--- config.mk ---
export PLATFORM = sky130hd
export DESIGN_NAME = ir_pulse_width_capture_core
export DESIGN_NICKNAME = d
export VERILOG_FILES = /design/src/design/irpw_pkg.sv /design/src/design/ir_pulse_width_capture_core.sv /design/src/design/irpw_store.sv /design/src/design/irpw_capture.sv /design/src/design/irpw_rsp_reg.sv
export SDC_FILE = /design/constraint.sdc
export NUM_CORES = 2
export LEC_CHECK = 0
export BUFFER_PORTS_ARGS = -buffer_cell sky130_fd_sc_hd__buf_2
export CAP_MARGIN = 20
export CORE_MARGIN = 2
export CORE_UTILIZATION = 65
export CTS_BUF_LIST = sky130_fd_sc_hd__clkbuf_4 sky130_fd_sc_hd__clkbuf_8 sky130_fd_sc_hd__clkbuf_16
export DETAILED_ROUTE_END_ITERATION = 7
export PLACE_DENSITY_LB_ADDON = 0.1
export SLEW_MARGIN = 20
export SYNTH_ARGS = -nofsm -noshare
export SYNTH_HDL_FRONTEND = slang
export SYNTH_SLANG_ARGS = --single-unit
export TNS_END_PERCENT = 30
--- constraint.sdc ---
create_clock -name clock -period 17.3 [get_ports clock]
set_clock_uncertainty 0.15 [all_clocks]
set_input_delay 1.73 -clock clock [delete_from_list [all_inputs] [get_ports clock]]
set_output_delay 1.73 -clock clock [all_outputs]
set_load 0.01 [all_outputs]
--- src/design/irpw_pkg.sv ---
`timescale 1ns / 1ps
// ============================================================================
// irpw_pkg
// Shared types and codes for the infrared pulse width capture block.
// ============================================================================
package irpw_pkg;

   // Input word operation codes
   typedef enum logic [1:0] {
      OP_TICK   = 2'd0,
      OP_RESUME = 2'd1,
      OP_READ   = 2'd2,
      OP_NONE   = 2'd3
   } op_type;

   // Configuration register indexes
   localparam logic [1:0] CSR_GAP_LEN      = 2'd0;
   localparam logic [1:0] CSR_MARK_LEVEL   = 2'd1;
   localparam logic [1:0] CSR_BLINK_ENABLE = 2'd2;

   // Configuration reset values
   localparam logic [15:0] GAP_LEN_RESET = 16'd100;

   // Reported capture state codes
   localparam logic [1:0] CAP_IDLE  = 2'd0;
   localparam logic [1:0] CAP_MARK  = 2'd1;
   localparam logic [1:0] CAP_SPACE = 2'd2;
   localparam logic [1:0] CAP_STOP  = 2'd3;

   // Capture phase, one-hot
   typedef enum logic [3:0] {
      PH_IDLE  = 4'b0001,
      PH_MARK  = 4'b0010,
      PH_SPACE = 4'b0100,
      PH_STOP  = 4'b1000
   } phase_type;

   typedef struct packed {
      logic [15:0] gap_len;
      logic        mark_level;
      logic        blink_enable;
   } cfg_type;

   // Status of one result word (entry value comes from the buffer read port)
   typedef struct packed {
      logic [1:0] capture_state;
      logic       frame_ready;
      logic [7:0] entry_count;
      logic       activity;
      logic       read_hit;
   } rsp_status_type;

   function automatic logic [1:0] phase_code(phase_type ph);
      logic [1:0] code;
      unique case (ph)
         PH_IDLE:  code = CAP_IDLE;
         PH_MARK:  code = CAP_MARK;
         PH_SPACE: code = CAP_SPACE;
         PH_STOP:  code = CAP_STOP;
         default:  code = CAP_IDLE;
      endcase
      return code;
   endfunction

endpackage

--- src/design/ir_pulse_width_capture_core.sv ---
`timescale 1ns / 1ps
// ============================================================================
// ir_pulse_width_capture_core
// Infrared mark/space width capture with gap-qualified frame start.
//
//   port group | direction | handshake          | content
//   req_       | in        | req_valid/req_stall | op, ir_level, read_index
//   rsp_       | out       | rsp_valid/rsp_stall | state, ready, count, value, activity
//   csr_       | in        | csr_valid/csr_ready | index, wdata
//
// One word per cycle while the held result is not stalled; each word gives one result in the cycle after acceptance.
// State, buffer write and buffer read all happen at the accepting edge; the
// result register takes the status at the same edge.
// A new word is taken when no result is held or the held result is taken in the same cycle.
// Reset (synchronous) clears phase, tick count, fill count and indicator and
// loads the configuration defaults; the buffer is not cleared, entries at or
// above the count read as zero.
// ============================================================================
module ir_pulse_width_capture_core #(
   parameter int BUF_ENTRIES = 128,
   parameter int TICK_BITS   = 16
) (
   input  logic        clock,
   input  logic        reset,
   input  logic        req_valid,
   output logic        req_stall,
   input  logic [1:0]  req_op,
   input  logic        req_ir_level,
   input  logic [6:0]  req_read_index,
   output logic        rsp_valid,
   input  logic        rsp_stall,
   output logic [1:0]  rsp_capture_state,
   output logic        rsp_frame_ready,
   output logic [7:0]  rsp_entry_count,
   output logic [15:0] rsp_entry_value,
   output logic        rsp_activity,
   input  logic        csr_valid,
   output logic        csr_ready,
   input  logic [1:0]  csr_index,
   input  logic [15:0] csr_wdata
);
   import irpw_pkg::*;

   localparam int AW = $clog2(BUF_ENTRIES);

   cfg_type        cfg_ff;
   rsp_status_type status, status_q;
   logic           accept;
   logic           wr_en, rd_en;
   logic [AW-1:0]  wr_addr, rd_addr;
   logic [15:0]    wr_data, rd_data;

   assign req_stall = rsp_valid && rsp_stall;
   assign accept    = req_valid && !req_stall;
   assign csr_ready = 1'b1;

   // Configuration registers; writes beyond the list are dropped
   always_ff @(posedge clock) begin
      if (reset) begin
         cfg_ff.gap_len      <= GAP_LEN_RESET;
         cfg_ff.mark_level   <= 1'b0;
         cfg_ff.blink_enable <= 1'b0;
      end else if (csr_valid && csr_ready) begin
         unique case (csr_index)
            CSR_GAP_LEN:      cfg_ff.gap_len      <= csr_wdata;
            CSR_MARK_LEVEL:   cfg_ff.mark_level   <= csr_wdata[0];
            CSR_BLINK_ENABLE: cfg_ff.blink_enable <= csr_wdata[0];
            default: begin
            end
         endcase
      end
   end

   irpw_capture #(
      .BUF_ENTRIES (BUF_ENTRIES),
      .TICK_BITS   (TICK_BITS),
      .AW          (AW)
   ) u_capture (
      .clock          (clock),
      .reset          (reset),
      .accept         (accept),
      .req_op         (req_op),
      .req_ir_level   (req_ir_level),
      .req_read_index (req_read_index),
      .cfg            (cfg_ff),
      .status         (status),
      .wr_en          (wr_en),
      .wr_addr        (wr_addr),
      .wr_data        (wr_data),
      .rd_en          (rd_en),
      .rd_addr        (rd_addr)
   );

   irpw_store #(
      .BUF_ENTRIES (BUF_ENTRIES),
      .AW          (AW)
   ) u_store (
      .clock   (clock),
      .wr_en   (wr_en),
      .wr_addr (wr_addr),
      .wr_data (wr_data),
      .rd_en   (rd_en),
      .rd_addr (rd_addr),
      .rd_data (rd_data)
   );

   irpw_rsp_reg u_rsp (
      .clock      (clock),
      .reset      (reset),
      .load       (accept),
      .status_in  (status),
      .rsp_stall  (rsp_stall),
      .rsp_valid  (rsp_valid),
      .status_out (status_q)
   );

   // Drive result word; entry value only for an in-range read
   assign rsp_capture_state = status_q.capture_state;
   assign rsp_frame_ready   = status_q.frame_ready;
   assign rsp_entry_count   = status_q.entry_count;
   assign rsp_activity      = status_q.activity;
   assign rsp_entry_value   = status_q.read_hit ? rd_data : 16'd0;

   // Frame ready is only reported in the stopped state
   a_ready_stopped: assert property (@(posedge clock) disable iff (reset)
      rsp_valid && rsp_frame_ready |-> rsp_capture_state == CAP_STOP)
      else $error("frame ready outside stopped state");

   // A resume word reports an empty, idle capture
   a_resume_clears: assert property (@(posedge clock) disable iff (reset)
      accept && req_op == OP_RESUME |=>
         rsp_valid && rsp_entry_count == 8'd0 && rsp_capture_state == CAP_IDLE)
      else $error("resume did not clear capture");

   // Only read words carry an entry value
   a_value_read_only: assert property (@(posedge clock) disable iff (reset)
      accept && req_op != OP_READ |=> rsp_entry_value == 16'd0)
      else $error("entry value on a non-read word");
endmodule

--- src/design/irpw_store.sv ---
`timescale 1ns / 1ps
// ============================================================================
// irpw_store
// Width buffer: one write port, one read port with registered read data.
// ============================================================================
module irpw_store #(
   parameter int BUF_ENTRIES = 128,
   parameter int AW          = 7
) (
   input  logic          clock,
   input  logic          wr_en,
   input  logic [AW-1:0] wr_addr,
   input  logic [15:0]   wr_data,
   input  logic          rd_en,
   input  logic [AW-1:0] rd_addr,
   output logic [15:0]   rd_data
);
   logic [15:0] mem [BUF_ENTRIES];
   logic [15:0] rd_data_ff;

   // Write one stored width
   always_ff @(posedge clock) begin
      if (wr_en) begin
         mem[wr_addr] <= wr_data;
      end
   end

   // Read one entry, hold it until the next read
   always_ff @(posedge clock) begin
      if (rd_en) begin
         rd_data_ff <= mem[rd_addr];
      end
   end

   assign rd_data = rd_data_ff;
endmodule

--- src/design/irpw_capture.sv ---
`timescale 1ns / 1ps
// ============================================================================
// irpw_capture
// Capture state: phase, saturating tick counter, fill count and indicator.
// Computes the state after each accepted word and the buffer accesses.
// ============================================================================
module irpw_capture #(
   parameter int BUF_ENTRIES = 128,
   parameter int TICK_BITS   = 16,
   parameter int AW          = 7
) (
   input  logic                    clock,
   input  logic                    reset,
   input  logic                    accept,
   input  logic [1:0]              req_op,
   input  logic                    req_ir_level,
   input  logic [6:0]              req_read_index,
   input  irpw_pkg::cfg_type       cfg,
   output irpw_pkg::rsp_status_type status,
   output logic                    wr_en,
   output logic [AW-1:0]           wr_addr,
   output logic [15:0]             wr_data,
   output logic                    rd_en,
   output logic [AW-1:0]           rd_addr
);
   import irpw_pkg::*;

   localparam int FW = $clog2(BUF_ENTRIES + 1);
   localparam int IW = (AW > 7) ? AW : 7;

   phase_type            phase_ff, phase_in, ph_eff;
   logic [TICK_BITS-1:0] tick_ff, tick_in, tick_inc;
   logic [FW-1:0]        fill_ff, fill_in;
   logic                 ind_ff, ind_in;
   logic                 is_mark, full, do_store, read_hit;
   logic [AW-1:0]        store_addr;
   logic [IW-1:0]        idx_ext;

   assign is_mark  = (req_ir_level == cfg.mark_level);
   assign tick_inc = (&tick_ff) ? tick_ff : tick_ff + TICK_BITS'(1);
   assign full     = 32'(fill_ff) >= 32'(BUF_ENTRIES);
   assign ph_eff   = full ? PH_STOP : phase_ff;
   assign idx_ext  = IW'(req_read_index);
   assign read_hit = (req_op == OP_READ) && (32'(req_read_index) < 32'(fill_ff));

   // Next state for one word
   always_comb begin
      phase_in   = phase_ff;
      tick_in    = tick_ff;
      fill_in    = fill_ff;
      ind_in     = ind_ff;
      do_store   = 1'b0;
      store_addr = fill_ff[AW-1:0];
      unique case (req_op)
         OP_TICK: begin
            phase_in = ph_eff;
            tick_in  = tick_inc;
            unique case (ph_eff)
               PH_IDLE: begin
                  if (is_mark) begin
                     if (32'(tick_inc) < 32'(cfg.gap_len)) begin
                        tick_in = '0;
                     end else begin
                        do_store   = 1'b1;
                        store_addr = '0;
                        phase_in   = PH_MARK;
                     end
                  end
               end
               PH_MARK: begin
                  if (!is_mark) begin
                     do_store = 1'b1;
                     phase_in = PH_SPACE;
                  end
               end
               PH_SPACE: begin
                  if (is_mark) begin
                     do_store = 1'b1;
                     phase_in = PH_MARK;
                  end else if (32'(tick_inc) > 32'(cfg.gap_len)) begin
                     phase_in = PH_STOP;
                  end
               end
               PH_STOP: begin
                  if (is_mark) begin
                     tick_in = '0;
                  end
               end
               default: begin
                  phase_in = PH_IDLE;
               end
            endcase
            if (do_store) begin
               tick_in = '0;
               fill_in = FW'(store_addr) + FW'(1);
            end
            if (cfg.blink_enable) begin
               ind_in = is_mark;
            end
         end
         OP_RESUME: begin
            phase_in = PH_IDLE;
            fill_in  = '0;
         end
         OP_READ: begin
         end
         default: begin
         end
      endcase
   end

   // Advance state on each accepted word
   always_ff @(posedge clock) begin
      if (reset) begin
         phase_ff <= PH_IDLE;
         tick_ff  <= '0;
         fill_ff  <= '0;
         ind_ff   <= 1'b0;
      end else if (accept) begin
         phase_ff <= phase_in;
         tick_ff  <= tick_in;
         fill_ff  <= fill_in;
         ind_ff   <= ind_in;
      end
   end

   // Buffer accesses: saturate the stored width to 16 bits
   assign wr_en   = accept && do_store;
   assign wr_addr = store_addr;
   assign wr_data = (32'(tick_inc) > 32'hFFFF) ? 16'hFFFF : 16'(tick_inc);
   assign rd_en   = accept && (req_op == OP_READ);
   assign rd_addr = idx_ext[AW-1:0];

   // Status after the word
   assign status.capture_state = phase_code(phase_in);
   assign status.frame_ready   = (phase_in == PH_STOP) && (fill_in != '0);
   assign status.entry_count   = 8'(fill_in);
   assign status.activity      = ind_in;
   assign status.read_hit      = read_hit;
endmodule

--- src/design/irpw_rsp_reg.sv ---
`timescale 1ns / 1ps
// ============================================================================
// irpw_rsp_reg
// Result register: holds one status word until the consumer takes it.
// ============================================================================
module irpw_rsp_reg (
   input  logic                     clock,
   input  logic                     reset,
   input  logic                     load,
   input  irpw_pkg::rsp_status_type status_in,
   input  logic                     rsp_stall,
   output logic                     rsp_valid,
   output irpw_pkg::rsp_status_type status_out
);
   import irpw_pkg::*;

   logic           valid_ff, valid_in;
   rsp_status_type status_ff;

   // Keep a word while stalled, drop it once taken
   assign valid_in = load || (valid_ff && rsp_stall);

   always_ff @(posedge clock) begin
      if (reset) begin
         valid_ff <= 1'b0;
      end else begin
         valid_ff <= valid_in;
      end
   end

   always_ff @(posedge clock) begin
      if (load) begin
         status_ff <= status_in;
      end
   end

   assign rsp_valid  = valid_ff;
   assign status_out = status_ff;
endmodule
Yosys cells after proc, flatten, opt, wreduce, memory -nomap -nowiden
Memories as Yosys holds them, arrays and structs flattened. A register that Yosys moved wholly into a read port is not among the register bits.
Index checks and enable logic that the tools add are counted.
- logic and storage cells: 82
- bits in latches: 0
- output and inout port bits: 31
- memories kept: 1
- memory bits (read-only): 0
- bits in writable memories: 2048
- register bits after elaboration: 61
- div/mod/pow operators: 0
- muxes and demuxes: 34
- eq/ne operators: 12
- add/subtract/negate cells: 2
- order comparisons: 4
- multipliers: 0
- bitwise gates (word level): 0
- reductions and logical operators: 16
- shifts and indexed selects: 0
- memories (memory ; depth ; width ; rd ports ; clocked after memory_dff ; wr ports ; line ; text):
    u_store.mem ; 128 ; 16 ; 1 ; 1 ; 1 ; irpw_store.sv:18 ; logic [15:0] mem [BUF_ENTRIES];
- operators with widths (operator ; count):
    $mux W16 ; 6
    $mux W7 ; 5
    $pmux W16 S2 ; 1
    $mux W4 ; 6
    $add A16 B1 Y16 const B ; 1
    $gt A16 B16 Y1 ; 1
    $lt A16 B16 Y1 ; 1
    $pmux W4 S4 ; 1
    $pmux W8 S2 ; 1
    $reduce_and A16 Y1 ; 1
    $mux W1 ; 10
    $add A7 B1 Y8 const B ; 1
    $eq A4 B2 Y1 const B ; 2
    $eq A4 B3 Y1 const B ; 2
    $eq A4 B4 Y1 const B ; 2
    $ge A8 B8 Y1 const B ; 1
    $lt A7 B8 Y1 ; 1
    $mux W8 ; 1
    $pmux W4 S2 ; 1
    $reduce_and A2 Y1 ; 4
    $reduce_bool A8 Y1 ; 1
    $logic_and A1 B1 Y1 ; 6
    $pmux W2 S3 ; 1
    $eq A2 B1 Y1 const B ; 2
    other kinds (7) ; 9

Depth between registers and ports, before layout
- depth after elaboration: 12
- depth in mapped cells: 25
- mapped depth without buffers: 23

Cells and area by module
Synthesis repeated with hierarchy kept, for this count alone.
- cells, all modules: 3567
- area total of the unflattened synthesis: 82785.6 um2
- modules (own cells, without submodules) (module ; sequential area each (um2) ; cells an instance ; area an instance (um2) ; times used):
    irpw_store ; 61979.4 ; 3086 ; 78683.0 ; 1
    irpw_capture ; 580.6 ; 366 ; 2746.4 ; 1
    ir_pulse_width_capture_core ; 360.3 ; 99 ; 937.1 ; 1
    irpw_rsp_reg ; 410.4 ; 16 ; 419.2 ; 1

Least setup slack after synthesis
OpenSTA, ideal clock, no wires.
- path type: flip-flop to flip-flop
- from: register u_capture.tick_ff[3]
- to: register u_rsp.status_ff (netlist bit u_rsp.status_out[10]), data pin
- period minus slack after synthesis: 8.713 ns
- path buffers: 2
- library setup time: 0.261 ns
- stages on the path, launching flop included: 26
- path slack: 8.587 ns
- data required time: 16.889 ns
- arrival time: 8.303 ns
- cell sequence: dfxtp_1 -> clkbuf_1 -> and4_1 -> nand4_1 -> nor2_1 -> nand4_1 -> and2_1 -> nand3_1 -> xnor2_1 -> ha_1 -> a41oi_1 -> o21ai_0 -> a22oi_1 -> a31oi_1 -> clkbuf_1 -> and2_1 -> nor2_1 -> ha_1 -> inv_1 -> nor2_1 -> nand4_1 -> nand2_1 -> a211oi_1 -> a221oi_1 -> nand4_1 -> o311a_1
- RTL lines (what ; line ; text):
    start, declared ; irpw_capture.sv:32 ; logic [TICK_BITS-1:0] tick_ff, tick_in, tick_inc;
    start signal, assigned ; irpw_capture.sv:121 ; tick_ff <= tick_in;
    end signal, assigned ; irpw_rsp_reg.sv:33 ; status_ff <= status_in;
    end, declared ; irpw_rsp_reg.sv:18 ; rsp_status_type status_ff;

==> results by group <==
Logic synthesis
  – Post-synthesis mux area share: 18.62%
  – Synth Area in Simple Gates: 1.872%
  – Top_reg_cell synth: edfxtp_1
  – Most area-consuming cells after synthesis: edfxtp_1 76%, mux4_2 18%, dfxtp_1 1.2%, nor2_1 0.80%, clkbuf_1 0.49%
  – Xor-xnor portion of the synthesized cell area: 0.1592%
  – Mapped Cells: 3576
  – Post-Synthesis Cell Area: 82540 µm²
  – Syn_nets: 3633
  – Yosys warning count: 0
  – Largest family of logic cells by synthesized area: multiplexers
  – Library cells used by synthesis: 57
  – EDFF count, synth: 2077
  – Seq cells post-synth: 2125
  – Compound-gate portion of the synthesized area: 1.004%
  – Share of the yosys chip area belonging to registers: 76.73%
  – Mean area per synthesized cell: 23.08 µm²
  – Post-Synth Adder-Cell Area: 0.3638%
  – Post-synth top area share: 75.57%
  – Yosys top cell by area: edfxtp_1
  – Ys async rst share: 0%

Clocking
  – Post-CTS Setup Inserts: 0
  – Worst-Skew Late Latency: 840 ps
  – Total CTS buffers: 202
  – Root buffer cell: clkbuf_16
  – Clk slew on worst S/H paths: 60 ps
  – CTS resizes: 0
  – Clock sinks: 2125
  – H-tree lvl count: 4
  – CTS tree: yes
  – Clock Path Buffers: 3
  – CTS Hold Bufs: 0

Power and ir drop
  – Pwr Density: 112.0 nW/µm²
  – IR Drop Worst-Case VDD: 133.9 µV
  – Cell leakage power: 28.56 nW

Final layout
  – Register area: 63330 µm²
  – Layout fillers: 6806
  – Multi-input gate area: 18390 µm²
  – Util after Layout: 73.44%
  – Share of cells above drive strength 1: 32.52%
  – Commonest cells after routing, fill and taps aside: 2077 x edfxtp_1, 672 x mux4_2, 203 x clkbuf_16, 176 x buf_4, 171 x nor2_1
  – Layout Nets: 3889
  – P&R area growth vs syn: 12.02%
  – Commonest non-fill, non-tap cell in the layout: edfxtp_1
  – Final Instance Count excl. Fillers: 5668

Timing
  – Period utilization: 44.56%
  – RSZ-0062 raised after global routing: no
  – # setup viols final: 0
  – Fin crit period: 7709 ps
  – Setup TNS: 0 ps
  – Relative slew margins: 23.35%
  – Hold Fails Final Rpt: 0
  – Fmax: 0.1297 GHz
  – Slew @ Worst Pin: 1139 ps
  – Final count of pins violating max slew: 0

Critical path
  – Worst path arrival time: 8140 ps
  – Setup crit end kind: flop
  – Critical Path Start Type: flop
  – WS Path Type: flop to flop
  – Max FO, Critical Path: 34
  – Worst EP required: 17730 ps

Floorplanning
  – Initial Utilization: 65.56%
  – Core region area: 125900 µm²
  – Die H: 360.3 µm
  – DIE AREA: 129800 µm²
  – I/O Pins: 64
  – Row count: 130
  – Die W: 360.3 µm

Route
  – WL per Instance: 36.09 µm
  – Detailed-route wire length: 204.6 mm
  – 1st-iter DRT viols: 5892
  – Detail Route Antenna Nets: 0
  – DRC errors left: 0
  – DR vias: 40130
  – Drt pass-1 iters: 5
  – DR vias/cell: 7.080

Placed design
  – IO buf count: 62
  – Final GP Congestion: 0.9201
  – DPL Wire Length: 115.5 mm
  – Dpl cells: 5275

GRT
  – Vias in the first global route: 40150
  – GRT overflow: 0
  – Initial antenna violation count: 10
  – Gr usage total: 32.21%
  – Largest net degree at the start of global routing: 117
  – First-pass GRT wire length: 292.6 mm

Worst hold path
  – Hold Crit Class: flop to flop

Flow run
  – Maxcap violations: 0

Outcome
  – Outcome: complete, no violations
[kinds of logic after synthesis]
kind of cell | Yosys count
buffers and inverters | 240
muxes | 693
adders and majority gates | 24
other | 1
AOI/OAI and AO/OA | 123
DFF | 2125
and+or+nand+nor | 355
xor gates and xnor gates | 15
[worst max-delay path, stage by stage, from the launching register on]
cell and delay, ps:
dfxtp_1 570, and4_1 320, nand4_1 170, nor2_1 350, nand4_1 510, nand2_1 480
nor2_1 190, xor2_4 870, ha_1 260, nand4_1 120, nor3_1 240, o21ai_0 160
a31oi_1 770, nand2_1 150, and2_1 200, ha_1 200, inv_1 100, nor2_1 70
and3_1 190, a221oi_1 700, nand4_1 270, o311a_1 410
[report_power, final]
group	leakage [nW]	switching [W]	internal, W
combinational	6.48	0.000214	0.000160
clock	3.33	0.00188	0.00251
sequential	18.7	0.00000943	0.00558
total	28.6	0.00210	0.00825
[Yosys cell counts (all sizes together), types with 3 or more instances]
master and n:
a22oi 9, xnor2 9, nor2b 3, clkbuf 107, mux4 672, ha 24, nand3 17, nand2 85
o21ai 16, nand2b 6, xor2 6, and2 22, o211ai 5, a311oi 6, nand3b 3, nor2 175
mux2 18, a221oi 3, a21o 8, buf 92, dfxtp 48, a211oi 10, nand4 13, a21oi 36
a31oi 5, nor4 5, mux2i 3, o21a 5, edfxtp 2077, nor3 12, and3 9, inv 40
[through the flow]
stage / hold WS (ps) / instance area [µm²] / total power [W] / worst slack (ps)
floorplan: 286.3 / 82540 / 0.005946 / 8587
global placement: 299.7 / 85680 / 0.006065 / 9818
detailed placement: 304.4 / 85710 / 0.006071 / 9724
CTS: 312.2 / 92330 / 0.01039 / 9907
global route: 331.3 / 92440 / 0.01061 / 9089
finish: 312.3 / 92460 / 0.01035 / 9591
[area by class of cell]
| type | count | share of cell area, % |
|---|---|---|
| sequential | 2125 | 68.50 |
| clock inverter | 120 | 1.194 |
| tap | 1650 | 2.233 |
| antenna | 8 | 0.02165 |
| timing repair buffer | 251 | 2.027 |
| multi-input combinational | 1211 | 19.89 |
| clock buffer | 262 | 5.968 |
| inverter | 41 | 0.1665 |
[state kept, by name, summed over array words and instances (netlist names)]
register and count:
u_store.rd_data 16, u_capture.tick_ff 16, u_capture.fill_ff 8, cfg_ff 18
u_capture.phase_ff 4, u_rsp.rsp_valid 1, u_store.mem 2048, u_rsp.status_out 13
u_capture.ind_ff 1
[per-layer routing]
metal | up-vias | routed length (µm) | GRT usage, %
met5 | - | 77 | 0
met4 | 12 | 7803 | 11.66
met3 | 395 | 20640 | 6.775
met2 | 2484 | 102000 | 51.79
met1 | 21530 | 74070 | 44.86
li1 | 15710 | - | -
[path summary, 6_finish.rpt]
check	from	end	slack (ps)	cells past startpoint
hold / removal	u_capture.ind_ff	u_capture.ind_ff	310	2
hold reg to reg	u_capture.ind_ff	u_capture.ind_ff	310	2
setup reg to reg	u_capture.tick_ff[3]	u_rsp.status_out[10]	9590	21
setup / recovery	u_capture.tick_ff[3]	u_rsp.status_out[10]	9590	21
Power figures use the tool's default switching activity.
